===== config.mk =====
export PLATFORM = sky130hd
export DESIGN_NAME = scdb_ram
export DESIGN_NICKNAME = d
export VERILOG_FILES = /design/src/hdl/scdb_ram.sv
export SDC_FILE = /design/constraint.sdc
export NUM_CORES = 1
export LEC_CHECK = 0
export ABC_AREA = 1
export BUFFER_PORTS_ARGS = -buffer_cell sky130_fd_sc_hd__buf_2
export CAP_MARGIN = 20
export CORE_ASPECT_RATIO = 0.7
export CORE_MARGIN = 1
export CORE_UTILIZATION = 35
export DETAILED_ROUTE_END_ITERATION = 10
export SKIP_LAST_GASP = 1
export SYNTH_ARGS = -nofsm -noshare
export SYNTH_HDL_FRONTEND = slang
export SYNTH_SLANG_ARGS = --single-unit

===== constraint.sdc =====
create_clock -name clk_i -period 3.72 [get_ports clk_i]
set_clock_uncertainty 0.1 [all_clocks]
set_input_delay 0.558 -clock clk_i [delete_from_list [all_inputs] [get_ports clk_i]]
set_output_delay 0.558 -clock clk_i [all_outputs]
set_load 0.02 [all_outputs]

===== src/hdl/scdb_ram.sv =====
// Simple dual-port RAM: one write port, one read port with registered data.
module scdb_ram #(
  parameter int unsigned WIDTH = 8,
  parameter int unsigned DEPTH = 16,
  localparam int unsigned AW = (DEPTH > 1) ? $clog2(DEPTH) : 1
) (
  input  logic             clk_i,
  input  logic             we_i,
  input  logic [AW-1:0]    waddr_i,
  input  logic [WIDTH-1:0] wdata_i,
  input  logic             re_i,
  input  logic [AW-1:0]    raddr_i,
  output logic [WIDTH-1:0] rdata_o
);

  logic [WIDTH-1:0] mem_q [DEPTH];

  always_ff @(posedge clk_i) begin
    if (we_i) begin
      mem_q[waddr_i] <= wdata_i;
    end
    if (re_i) begin
      rdata_o <= mem_q[raddr_i];
    end
  end

endmodule


# After elaboration in Yosys (flattened, before gate mapping)
# Memories as Yosys holds them, arrays and structs flattened. A register that Yosys moved wholly into a read port is not among the register bits.
# Cells that the tools add are included.
# word_totals
register_bits	0
ram_bits	128
inputBits	19
out_inout_bits	8
wordCells	3
memories	1
# mem_list
name	depth	word_bits	read_ports	rd_clocked_by_memory_dff	write_ports	line	text
mem_q	16	8	1	1	1	16	logic [WIDTH-1:0] mem_q [DEPTH];
# op_classes
muxes	2
# ops
operator	count
$mux W1	2

# Depth between registers and ports, before layout
# logic_depth
ltp_word	2
depth_mapped	8
mapped_depth_nobuf	7

# Least setup slack after synthesis
# No wires, ideal clock.
# synth_path
path_kind	in2reg
start	in waddr_i[2]
end	mem mem_q[10][0], enable pin
setup_time_ps	370
arrival_ps	1139
path_slack_ps	2111
cell_stages	2
n_path_buf	0
path_cell_list	nand3b_1 > nor2_1
# synth_rtl
item	line	text
start, declared	9	input logic [AW-1:0] waddr_i,
end, declared	16	
# No word-level cell before the write port.

==> out/metrics.cfg <==
[global_routing]
grt_usage = 0.175
antenna_found_initial = 0
grt-ovfl-total = 0
grt_pass1_wl_mm = 21.5
grt_pass1_vias = 3695
grt_max_degree = 41

[sta]
setup_ws_ns = 1.73
slew_headroom = 0.423
fmax_mhz = 503
setup_tns_ns = 0
finalCritPeriodShare = 0.535
rsz0062_at_grt = false
drv_slew = 0
setup_viol = 0
fin_hold_ws_ns = 0.410
period_needed_ns = 1.99
worst_pin_slew_ns = 0.862
hold_viol = 0

[clocking]
cts-root-buf = clkbuf_16
post_cts_buffers = 0
cts_max_level = 4
ctsLongestPathBuffers = 2
post_cts_resized = 0
cts_tree = yes
cts.sinks = 136
clk_pin_slew_ns = 0.06
cts-hold-fix-buffers = 0
cts_buffers = 17
clk-insertion-delay-late_ns = 0.42

[critical_path]
reg2reg_depth = 6
path_class = input pin to flop
end_kind = flop
startpoint_type = input pin
cp_max_fo = 26
crit_required_ns = 3.78
arrival_ns = 2.05

[yosys]
synth_warnings = 0
ys_ff_latch = 136
netlist_instances = 551
synthesis.area_um2 = 5850
syn_avg_cell_area_um2 = 10.6
synth_nets = 570
ys_types = 11
ys_seq_area_frac = 0.698

[cells_and_area]
mostFrequentLayoutCell = nand2_1
drive_above_1_share = 0.100
final_cell_mix = nand2_1 (173), edfxtp_1 (136), inv_1 (100)
syn_to_final_growth_pct = 15.6
final_nets = 595
antennaDiodeCount = 0
final_area_um2 = 6760

[place]
dp_hpwl_mm = 8.92
preCtsSetupSlack_ns = 1.35
place_area_um2 = 6120
port_buffers = 26
gp_congestion = 0.841

[drt]
wl_mm = 14.0
drt_pass1_iterations = 5
ant_nets = 0
drt_iter0_markers = 413
wl_per_cell_um = 17.2
viasPerCell = 4.78
dr_total_vias = 3891
drc = 0

[die]
coreArea_um2 = 16300
io-pin-count = 27
num_rows = 39
die_w_um = 156
die_y_um = 110
start_util = 0.358
die_area_um2 = 17200

[power]
power.density_nw_per_um2 = 557
p_leak_nw = 2.85
ir_worst_vdd_mv = 0.302
total_power_mw = 3.77

[status]
outcome = completed

[flow_run]
maxCapViolCount = 0

[min_path]
hold_depth = 1
hold_path.class = input pin to flop

[synthesized netlist by cell type]
master	instances	area (µm²)
buf_1	1	3.75
buf_2	13	65.1
buf_4	4	30.0
buf_6	6	67.6
edfxtp_1	136	4080
inv_1	100	375
inv_2	2	7.51
nand2_1	173	649
nand3_1	97	485
nand3b_1	2	15.0
nor2_1	17	63.8
[worst max-delay path: stages]
cell and delay, ns:
buf_2 0.41, inv_2 0.29, buf_4 0.30, nand2_1 0.08, nand2_1 0.05, nand2_1 0.05
nand3_1 0.10, nand3_1 0.11, nand2_1 0.09
[flip-flops by register name, summed over array words and instances, names as in the netlist]
name     cells
mem_q      128
rdata_o      8
[per-layer routing]
metal | vias up | GRT usage | part of all wire
li1 | 1831 | - | -
met2 | 148 | 0.257 | 0.43
met1 | 1898 | 0.255 | 0.48
met5 | - | 0 | 0
met3 | 14 | 0.0407 | 0.074
met4 | 0 | 0.0581 | 0.0097
[through the flow]
step	instances	utilization
after global placement	782	0.375
after CTS	814	0.413
after global routing	814	0.413
after floorplan	551	-
after detailed placement	782	0.375
final	814	0.413
[cells by family (layout without fill, tap and decap cells)]
family                 after synthesis  after routing  share of synthesized area
AND/OR/NAND/NOR                    289            289                      0.208
flip-flops                         136            136                      0.698
buffers and inverters              126            164                     0.0939
[cell type report]
cell class                      instances  area (µm²)
Multi-Input combinational cell        289        1210
Tap cell                              225         282
Clock buffer                           19         433
Sequential cell                       136        4080
Inverter                              102         383
Timing Repair Buffer                   30         160
Clock inverter                         13         201
Fill cell                            1570        9590
[power breakdown]
group	internal (mW)	switching, mW
Sequential	1.73	0.0117
Clock	1.18	0.632
Combinational	0.0537	0.157
Total	2.97	0.801
[path summary, 6_finish.rpt]
path	slack [ns]	endpoint	start
setup / recovery	1.73	rdata_o[5]	raddr_i[0]
hold reg to reg	0.64	rdata_o[0]	mem_q[10][0]
hold / removal	0.41	rdata_o[0]	re_i
setup reg to reg	2.42	rdata_o[6]	mem_q[13][6]
No activity file was read; power rests on OpenSTA's default activity.
