--- src/hdl/scdb_pkg.sv ---
package scdb_pkg;

  // Default sizes of the grid and of the azimuth result.
  localparam int unsigned MaxRingsDef   = 32;
  localparam int unsigned MaxSectorsDef = 64;
  localparam int unsigned AngleBitsDef  = 16;

  // Operation codes.
  localparam logic [1:0] OP_CLEAR   = 2'd0;
  localparam logic [1:0] OP_POINT   = 2'd1;
  localparam logic [1:0] OP_READ    = 2'd2;
  localparam logic [1:0] OP_UNKNOWN = 2'd3;

  // Configuration register indexes.
  localparam logic [1:0] REG_MAX_RADIUS   = 2'd0;
  localparam logic [1:0] REG_RING_COUNT   = 2'd1;
  localparam logic [1:0] REG_SECTOR_COUNT = 2'd2;

  // Configuration reset values.
  localparam logic [14:0] MAX_RADIUS_RST   = 15'd20480;
  localparam logic [5:0]  RING_COUNT_RST   = 6'd20;
  localparam logic [6:0]  SECTOR_COUNT_RST = 7'd60;

  typedef struct packed {
    logic [1:0]         op;
    logic signed [15:0] point_x;
    logic signed [15:0] point_y;
    logic signed [15:0] point_z;
    logic [4:0]         read_ring;
    logic [5:0]         read_sector;
  } item_t;

  typedef struct packed {
    logic signed [15:0] cell_value;
    logic               cell_occupied;
    logic               point_kept;
    logic [4:0]         bin_ring;
    logic [5:0]         bin_sector;
  } res_t;

  typedef struct packed {
    logic [1:0]  index;
    logic [14:0] value;
  } cfg_t;

  // Arctangent of 2^-i in units of 2^-32 turns.
  function automatic logic [31:0] atan_turn(input logic [4:0] i);
    logic [31:0] r;
    case (i)
      5'd0:  r = 32'h20000000;
      5'd1:  r = 32'h12E4051E;
      5'd2:  r = 32'h09FB385B;
      5'd3:  r = 32'h051111D4;
      5'd4:  r = 32'h028B0D43;
      5'd5:  r = 32'h0145D7E1;
      5'd6:  r = 32'h00A2F61E;
      5'd7:  r = 32'h00517C55;
      5'd8:  r = 32'h0028BE53;
      5'd9:  r = 32'h00145F2F;
      5'd10: r = 32'h000A2F98;
      5'd11: r = 32'h000517CC;
      5'd12: r = 32'h00028BE6;
      5'd13: r = 32'h000145F3;
      5'd14: r = 32'h0000A2FA;
      5'd15: r = 32'h0000517D;
      5'd16: r = 32'h000028BE;
      5'd17: r = 32'h0000145F;
      5'd18: r = 32'h00000A30;
      5'd19: r = 32'h00000518;
      5'd20: r = 32'h0000028C;
      5'd21: r = 32'h00000146;
      5'd22: r = 32'h000000A3;
      5'd23: r = 32'h00000051;
      5'd24: r = 32'h00000029;
      5'd25: r = 32'h00000014;
      5'd26: r = 32'h0000000A;
      5'd27: r = 32'h00000005;
      5'd28: r = 32'h00000003;
      5'd29: r = 32'h00000001;
      5'd30: r = 32'h00000001;
      default: r = 32'h00000000;
    endcase
    return r;
  endfunction

endpackage

--- src/hdl/scdb_ring.sv ---
// Ring search: steps k upward, keeping k^2 * radius^2 by running sums.
module scdb_ring import scdb_pkg::*; #(
  parameter int unsigned MAX_RINGS = MaxRingsDef,
  localparam int unsigned RW = $clog2(MAX_RINGS + 1)
) (
  input  logic          clk_i,
  input  logic          rst_ni,
  input  logic          start_i,
  input  logic [RW-1:0] nr_i,
  input  logic [29:0]   r2_i,
  input  logic [29:0]   rad2_i,
  output logic          done_o,
  output logic [RW-1:0] ring_o
);

  localparam int unsigned PW = 30 + 2 * RW;

  typedef enum logic [2:0] {
    R_IDLE = 3'b001,
    R_MUL  = 3'b010,
    R_SRCH = 3'b100
  } ring_state_e;

  ring_state_e       state_q;
  logic              done_q;
  logic [RW-1:0]     nr_q, k_q;
  logic [2*RW-1:0]   nsq_q;
  logic [29:0]       r2_q;
  logic [PW-1:0]     lhs_q, acc_q, dlt_q, two_q;
  logic              srch_end;

  // The search stops at the first ring that holds the point, or at the last ring.
  assign srch_end = (32'(k_q) >= 32'(nr_q)) || (lhs_q <= acc_q);

  always_ff @(posedge clk_i or negedge rst_ni) begin
    if (!rst_ni) begin
      state_q <= R_IDLE;
      done_q  <= 1'b0;
    end else begin
      done_q <= (state_q == R_SRCH) && srch_end;
      case (state_q)
        R_IDLE: begin
          if (start_i) begin
            state_q <= R_MUL;
          end
        end
        R_MUL: begin
          state_q <= R_SRCH;
        end
        R_SRCH: begin
          if (srch_end) begin
            state_q <= R_IDLE;
          end
        end
        default: begin
          state_q <= R_IDLE;
        end
      endcase
    end
  end

  // Datapath: N^2 * r2 once, then (k+1)^2 R^2 = k^2 R^2 + (2k+1) R^2 per step.
  always_ff @(posedge clk_i) begin
    if (state_q == R_IDLE && start_i) begin
      nr_q  <= nr_i;
      nsq_q <= (2*RW)'(nr_i) * (2*RW)'(nr_i);
      r2_q  <= r2_i;
      k_q   <= RW'(1);
      acc_q <= PW'(rad2_i);
      dlt_q <= PW'(rad2_i) + PW'({rad2_i, 1'b0});
      two_q <= PW'({rad2_i, 1'b0});
    end else if (state_q == R_MUL) begin
      lhs_q <= PW'(nsq_q) * PW'(r2_q);
    end else if (state_q == R_SRCH) begin
      if (!srch_end) begin
        k_q   <= k_q + RW'(1);
        acc_q <= acc_q + dlt_q;
        dlt_q <= dlt_q + two_q;
      end
    end
  end

  assign done_o = done_q;
  assign ring_o = k_q;

  ring_result_in_range: assert property (@(posedge clk_i) disable iff (!rst_ni)
    done_q |-> (k_q <= nr_q && k_q != '0))
    else $error("ring result outside 1..ring count");

endmodule
--- config.mk ---
export PLATFORM = sky130hd
export DESIGN_NAME = scdb_ring
export DESIGN_NICKNAME = d
export VERILOG_FILES = /design/src/hdl/scdb_pkg.sv /design/src/hdl/scdb_ring.sv
export SDC_FILE = /design/constraint.sdc
export NUM_CORES = 1
export LEC_CHECK = 0
export BUFFER_PORTS_ARGS = -buffer_cell sky130_fd_sc_hd__buf_2
export CAP_MARGIN = 25
export CORE_ASPECT_RATIO = 1.75
export CORE_MARGIN = 5
export CORE_UTILIZATION = 50
export CTS_CLUSTER_DIAMETER = 120
export CTS_CLUSTER_SIZE = 20
export DETAILED_ROUTE_END_ITERATION = 8
export PLACE_DENSITY_LB_ADDON = 0.25
export SLEW_MARGIN = 15
export SYNTH_ARGS = -nofsm -noshare
export SYNTH_HDL_FRONTEND = slang
export SYNTH_SLANG_ARGS = --single-unit
--- constraint.sdc ---
create_clock -name clk_i -period 10.11 [get_ports clk_i]
set_input_delay 2.022 -clock clk_i [delete_from_list [all_inputs] [get_ports clk_i]]
set_output_delay 2.022 -clock clk_i [all_outputs]
set_load 0.005 [all_outputs]
==> Word-level counts from Yosys, hierarchy flattened <==
Cells that the tools add are included.
W data, S select, Z words.
{ "classes": {"mux": 11, "magnitude_cmp": 2, "n_reduce_logical": 8, "n_mul": 2, "bitwise": 3, "n_addsub": 4, "eq_ne": 7} }
{ "op_table": {"columns": ["cell", "count"], "rows": [
  ["$mux W42", 4],
  ["$mux W30", 4],
  ["$add A42 B31 Y42", 1],
  ["$add A42 B42 Y42", 1],
  ["$le A42 B42 Y1", 1],
  ["$mul A12 B30 Y42", 1],
  ["$add A30 B31 Y32", 1],
  ["$mul A6 B6 Y12", 1],
  ["$pmux W3 S3", 1],
  ["$add A6 B1 Y6 const B", 1],
  ["$ge A6 B6 Y1", 1],
  ["$mux W3", 2],
  ["$ne A2 B2 Y1 const B", 3],
  ["$reduce_and A3 Y1", 2],
  ["$reduce_and A2 Y1", 2],
  ["$eq A3 B1 Y1 const B", 1],
  ["$eq A3 B2 Y1 const B", 1],
  ["$eq A3 B3 Y1 const B", 1],
  ["$not A1 Y1", 3],
  ["$logic_and A1 B1 Y1", 2],
  ["$ne A2 B1 Y1 const B", 1],
  ["$reduce_bool A2 Y1", 1],
  ["$logic_or A1 B1 Y1", 1]
]} }
{ "totals": {"reg_bits": 214, "inputBits": 69, "word_cells": 48, "out_inout_bits": 7} }

==> Longest topological paths before layout <==
{ "depth": {"ltp_word": 6, "ltp_mapped": 22, "ltp_nobuf": 21} }

==> Least setup slack after synthesis <==
OpenSTA, ideal clock, no wires.
{ "synth_path": {"path_type": "reg-to-reg", "start": "register nsq_q[8]", "end": "register lhs_q[30] (data pin)", "path_slack_ns": 4.466, "path_stages_with_launch": 21, "period_less_slack_ns": 5.644, "t_required_ns": 9.851, "path_buffers": 1, "setup_time_ns": 0.259, "arrival_time_ns": 5.385, "path_cell_list": "edfxtp_1 -> clkbuf_1 -> nand2_1 -> fa_1 -> inv_1 -> fa_1 -> fa_1 -> fa_1 -> inv_1 -> fa_1 -> inv_1 -> ha_1 -> a21o_1 -> a21o_1 -> a21o_1 -> a22oi_1 -> o211ai_1 -> a31o_2 -> a211o_1 -> a21oi_1 -> xnor2_1"} }
{ "synth_between": {"elab_chain_cells": 1} }
{ "synth_rtl": {"columns": ["item", "line_no", "rtl"], "rows": [
  ["from (decl)", "scdb_ring.sv:27", "logic [2*RW-1:0] nsq_q;"],
  ["from (signal assigned)", "scdb_ring.sv:66", "nsq_q <= (2*RW)'(nr_i) * (2*RW)'(nr_i);"],
  ["$mul A12 B30 Y42", "scdb_ring.sv:73", "lhs_q <= PW'(nsq_q) * PW'(r2_q);"],
  ["to (signal assigned)", "scdb_ring.sv:73", null],
  ["to (decl)", "scdb_ring.sv:29", "logic [PW-1:0] lhs_q, acc_q, dlt_q, two_q;"]
]} }
No other way between the ends.
A chain may end at the register's enable or synchronous reset.

==> Worst setup path after layout <==
{ "layout_path": {"start": "register nsq_q[5]", "end": "register lhs_q[39] (data pin)"} }
Same word-level chain as after synthesis.

==> metrics <==
most frequent cell after synthesis inv_1; initial core utilization 0.502; Num CTS Buffers 14; post_cts resized 0; CTS Hold Bufs 0; ranking of synthesized cells by area edfxtp_1 23%, fa_1 21%, ha_1 13%, inv_1 5.7%, and2_1 4.3%; Netlist cell types 86; CTS H-Tree Depth 1; Worst Setup Path Type reg -> reg; TritonRoute pass-1 iters 5; post-route minimum period 6.40 ns; Post-layout nets 3282; Post-Syn Area 25200 um^2; # rows 109; fin crit share 0.633; hold crit path type reg -> reg; Synth top area share 0.226; port bufs 75; flops & latches, synth 212; final setup vio count 0; Root Buffer clkbuf_16; via count 18.9k; fill count 4695; layout cells sized above 1 0.0570; Detailed Place HPWL 47900 um; Post-synth ARST share 0.0189; ANT nets after route 0; highest clock rate 156 MHz; WP data required 10.34 ns; DRT iter0 DRCs 969; initial antenna violation count 1; Synth Area per Inst 9.44 um^2; critical path startpoint category flip-flop; first-pass GRT wire length 101000 um; Worst-Skew Late Latency 0.50 ns; Post-CTS Setup Bufs 0; Core Area 50200 um^2; DR WL/cell 18.2 um; Die Area 55200 um^2; status finished, final reports clean; vias in the first global route 20.5k; TritonCTS Sinks 212; Max-Slew Margin vs Limit 0.327; Total GRT Usage 0.222; Post-synth top cells 380 x inv_1, 280 x nand2_1, 271 x ha_1, 262 x fa_1, 190 x edfxtp_1; WP data arrival 6.63 ns; cell taking the most area after synthesis edfxtp_1; Worst Max-Slew Pin Slew 1.01 ns; GPL Wtd Cong 0.876; Post-Syn Instances 2669; Worst Skew 0.0113 ns; top fanout value on the critical path 23; setup TNS 0 ns; Area Overhead vs Synth 5.59%; Routed WL 61000 um; number of synthesized flops with an enable pin 190; clk slew on worst S/H paths 0.09 ns; DRC viols 0; TritonCTS clock tree yes; yosys warns 0; Fin Hold WS 0.496 ns; Setup crit end kind flip-flop; Die Width 180 um; top_reg_cell synth edfxtp_1; area of the multi-input gates 17300 um^2; global route total overflow 0; vias per cell 5.63; Final Hold Viols 0; max_cap viols 0; Mapped Nets 3271; I/O pin cnt 76; Seq/Total Area, Yosys 0.245; Clock Tree Buf Depth 3; die height 307 um; RSZ-0062 raised after global routing no; Reg area 6170 um^2; largest net degree at the start of global routing 75; Max Transition Viols Final 0
==> routing by layer <==
metal  share of wire  global-route usage  up-vias
met1            0.39               0.250     9319
met4           0.038              0.0803        0
li1                -                   -     9016
met3           0.033              0.0179      135
met2            0.54               0.433      380
met5               0                   0        -
==> layout by cell type, fill, tap and decap left out, types with 21 or more instances in the layout <==
cell type,n
nand2_1,280
inv_1,380
nand4_1,21
nor2b_1,21
xnor2_1,70
and2_1,175
a21o_1,75
o21ai_0,83
xor2_1,46
nor2_1,120
fa_1,262
nor3_1,28
o21bai_1,21
o21a_1,27
nand3_1,45
and3_1,23
edfxtp_1,190
a21oi_1,169
buf_2,75
a211oi_1,23
ha_1,271
==> worst max-delay path, stage by stage, from the launching register on <==
cell and delay (ns):
edfxtp_1 0.54, buf_4 0.37, nand2_1 0.14, fa_1 0.53, fa_1 0.51, inv_1 0.05
fa_1 0.47, fa_1 0.56, inv_1 0.06, fa_1 0.54, inv_1 0.04, ha_1 0.37
a21o_1 0.22, a21o_1 0.18, a21o_1 0.21, a221oi_1 0.32, nand2_1 0.15, a21oi_1 0.25
o21a_1 0.21, mux2i_1 0.23, o2111ai_1 0.16
==> layout make-up <==
| cell class | instances | share of cell area |
|---|---|---|
| tap | 666 | 0.0313 |
| timing repair buffer | 92 | 0.0192 |
| multi-input combinational | 1979 | 0.649 |
| inverter | 381 | 0.0540 |
| antenna | 1 | 0.0000941 |
| clock inverter | 1 | 0.000329 |
| sequential | 212 | 0.232 |
| clock buffer | 19 | 0.0147 |
==> kinds of logic (layout without fill, tap and decap cells) <==
logic type | after synthesis | in the layout | share of synthesized area
compound gates | 530 | 530 | 0.140
xor+xnor | 116 | 116 | 0.0403
fa+ha+maj | 533 | 533 | 0.343
buf+inv | 478 | 493 | 0.0716
flops | 212 | 212 | 0.245
mux | 13 | 13 | 0.00516
other cells | 1 | 2 | 0.000149
simple gates | 786 | 786 | 0.155
==> metrics by stage <==
stage | cells | area (um^2) | setup WS, ns | util
final | 3351 | 26600 | 3.71 | 0.530
after global routing | 3350 | 26600 | 3.42 | 0.530
after CTS | 3349 | 26600 | 3.52 | 0.530
after detailed placement | 3329 | 26200 | 3.54 | 0.522
after global placement | 3329 | 26200 | 3.63 | 0.522
after floorplan | 2669 | 25200 | 4.47 | -
==> flip-flops by register name, indices dropped and copies added, names as in the netlist <==
| register | flops |
|---|---|
| acc_q | 42 |
| dlt_q | 42 |
| done_o | 1 |
| lhs_q | 42 |
| nr_q | 6 |
| nsq_q | 10 |
| r2_q | 30 |
| ring_o | 6 |
| state_q | 3 |
| two_q | 30 |
==> worst paths after layout <==
path                       startpoint          to  slack [ns]  cells past startpoint
setup / recovery             nsq_q[5]   lhs_q[39]        3.71                     20
hold / removal              acc_q[38]   acc_q[38]        0.50                      2
setup reg to reg             nsq_q[5]   lhs_q[39]        3.71                     20
hold reg to reg             acc_q[38]   acc_q[38]        0.50                      2
max in group asynchronous      rst_ni  state_q[0]        8.60                      1
min in group asynchronous      rst_ni      done_o        1.31                      1
Power is left out: the tool's default activity adds up to more than one toggle a clock period on the data nets, which glitch-free logic cannot reach.
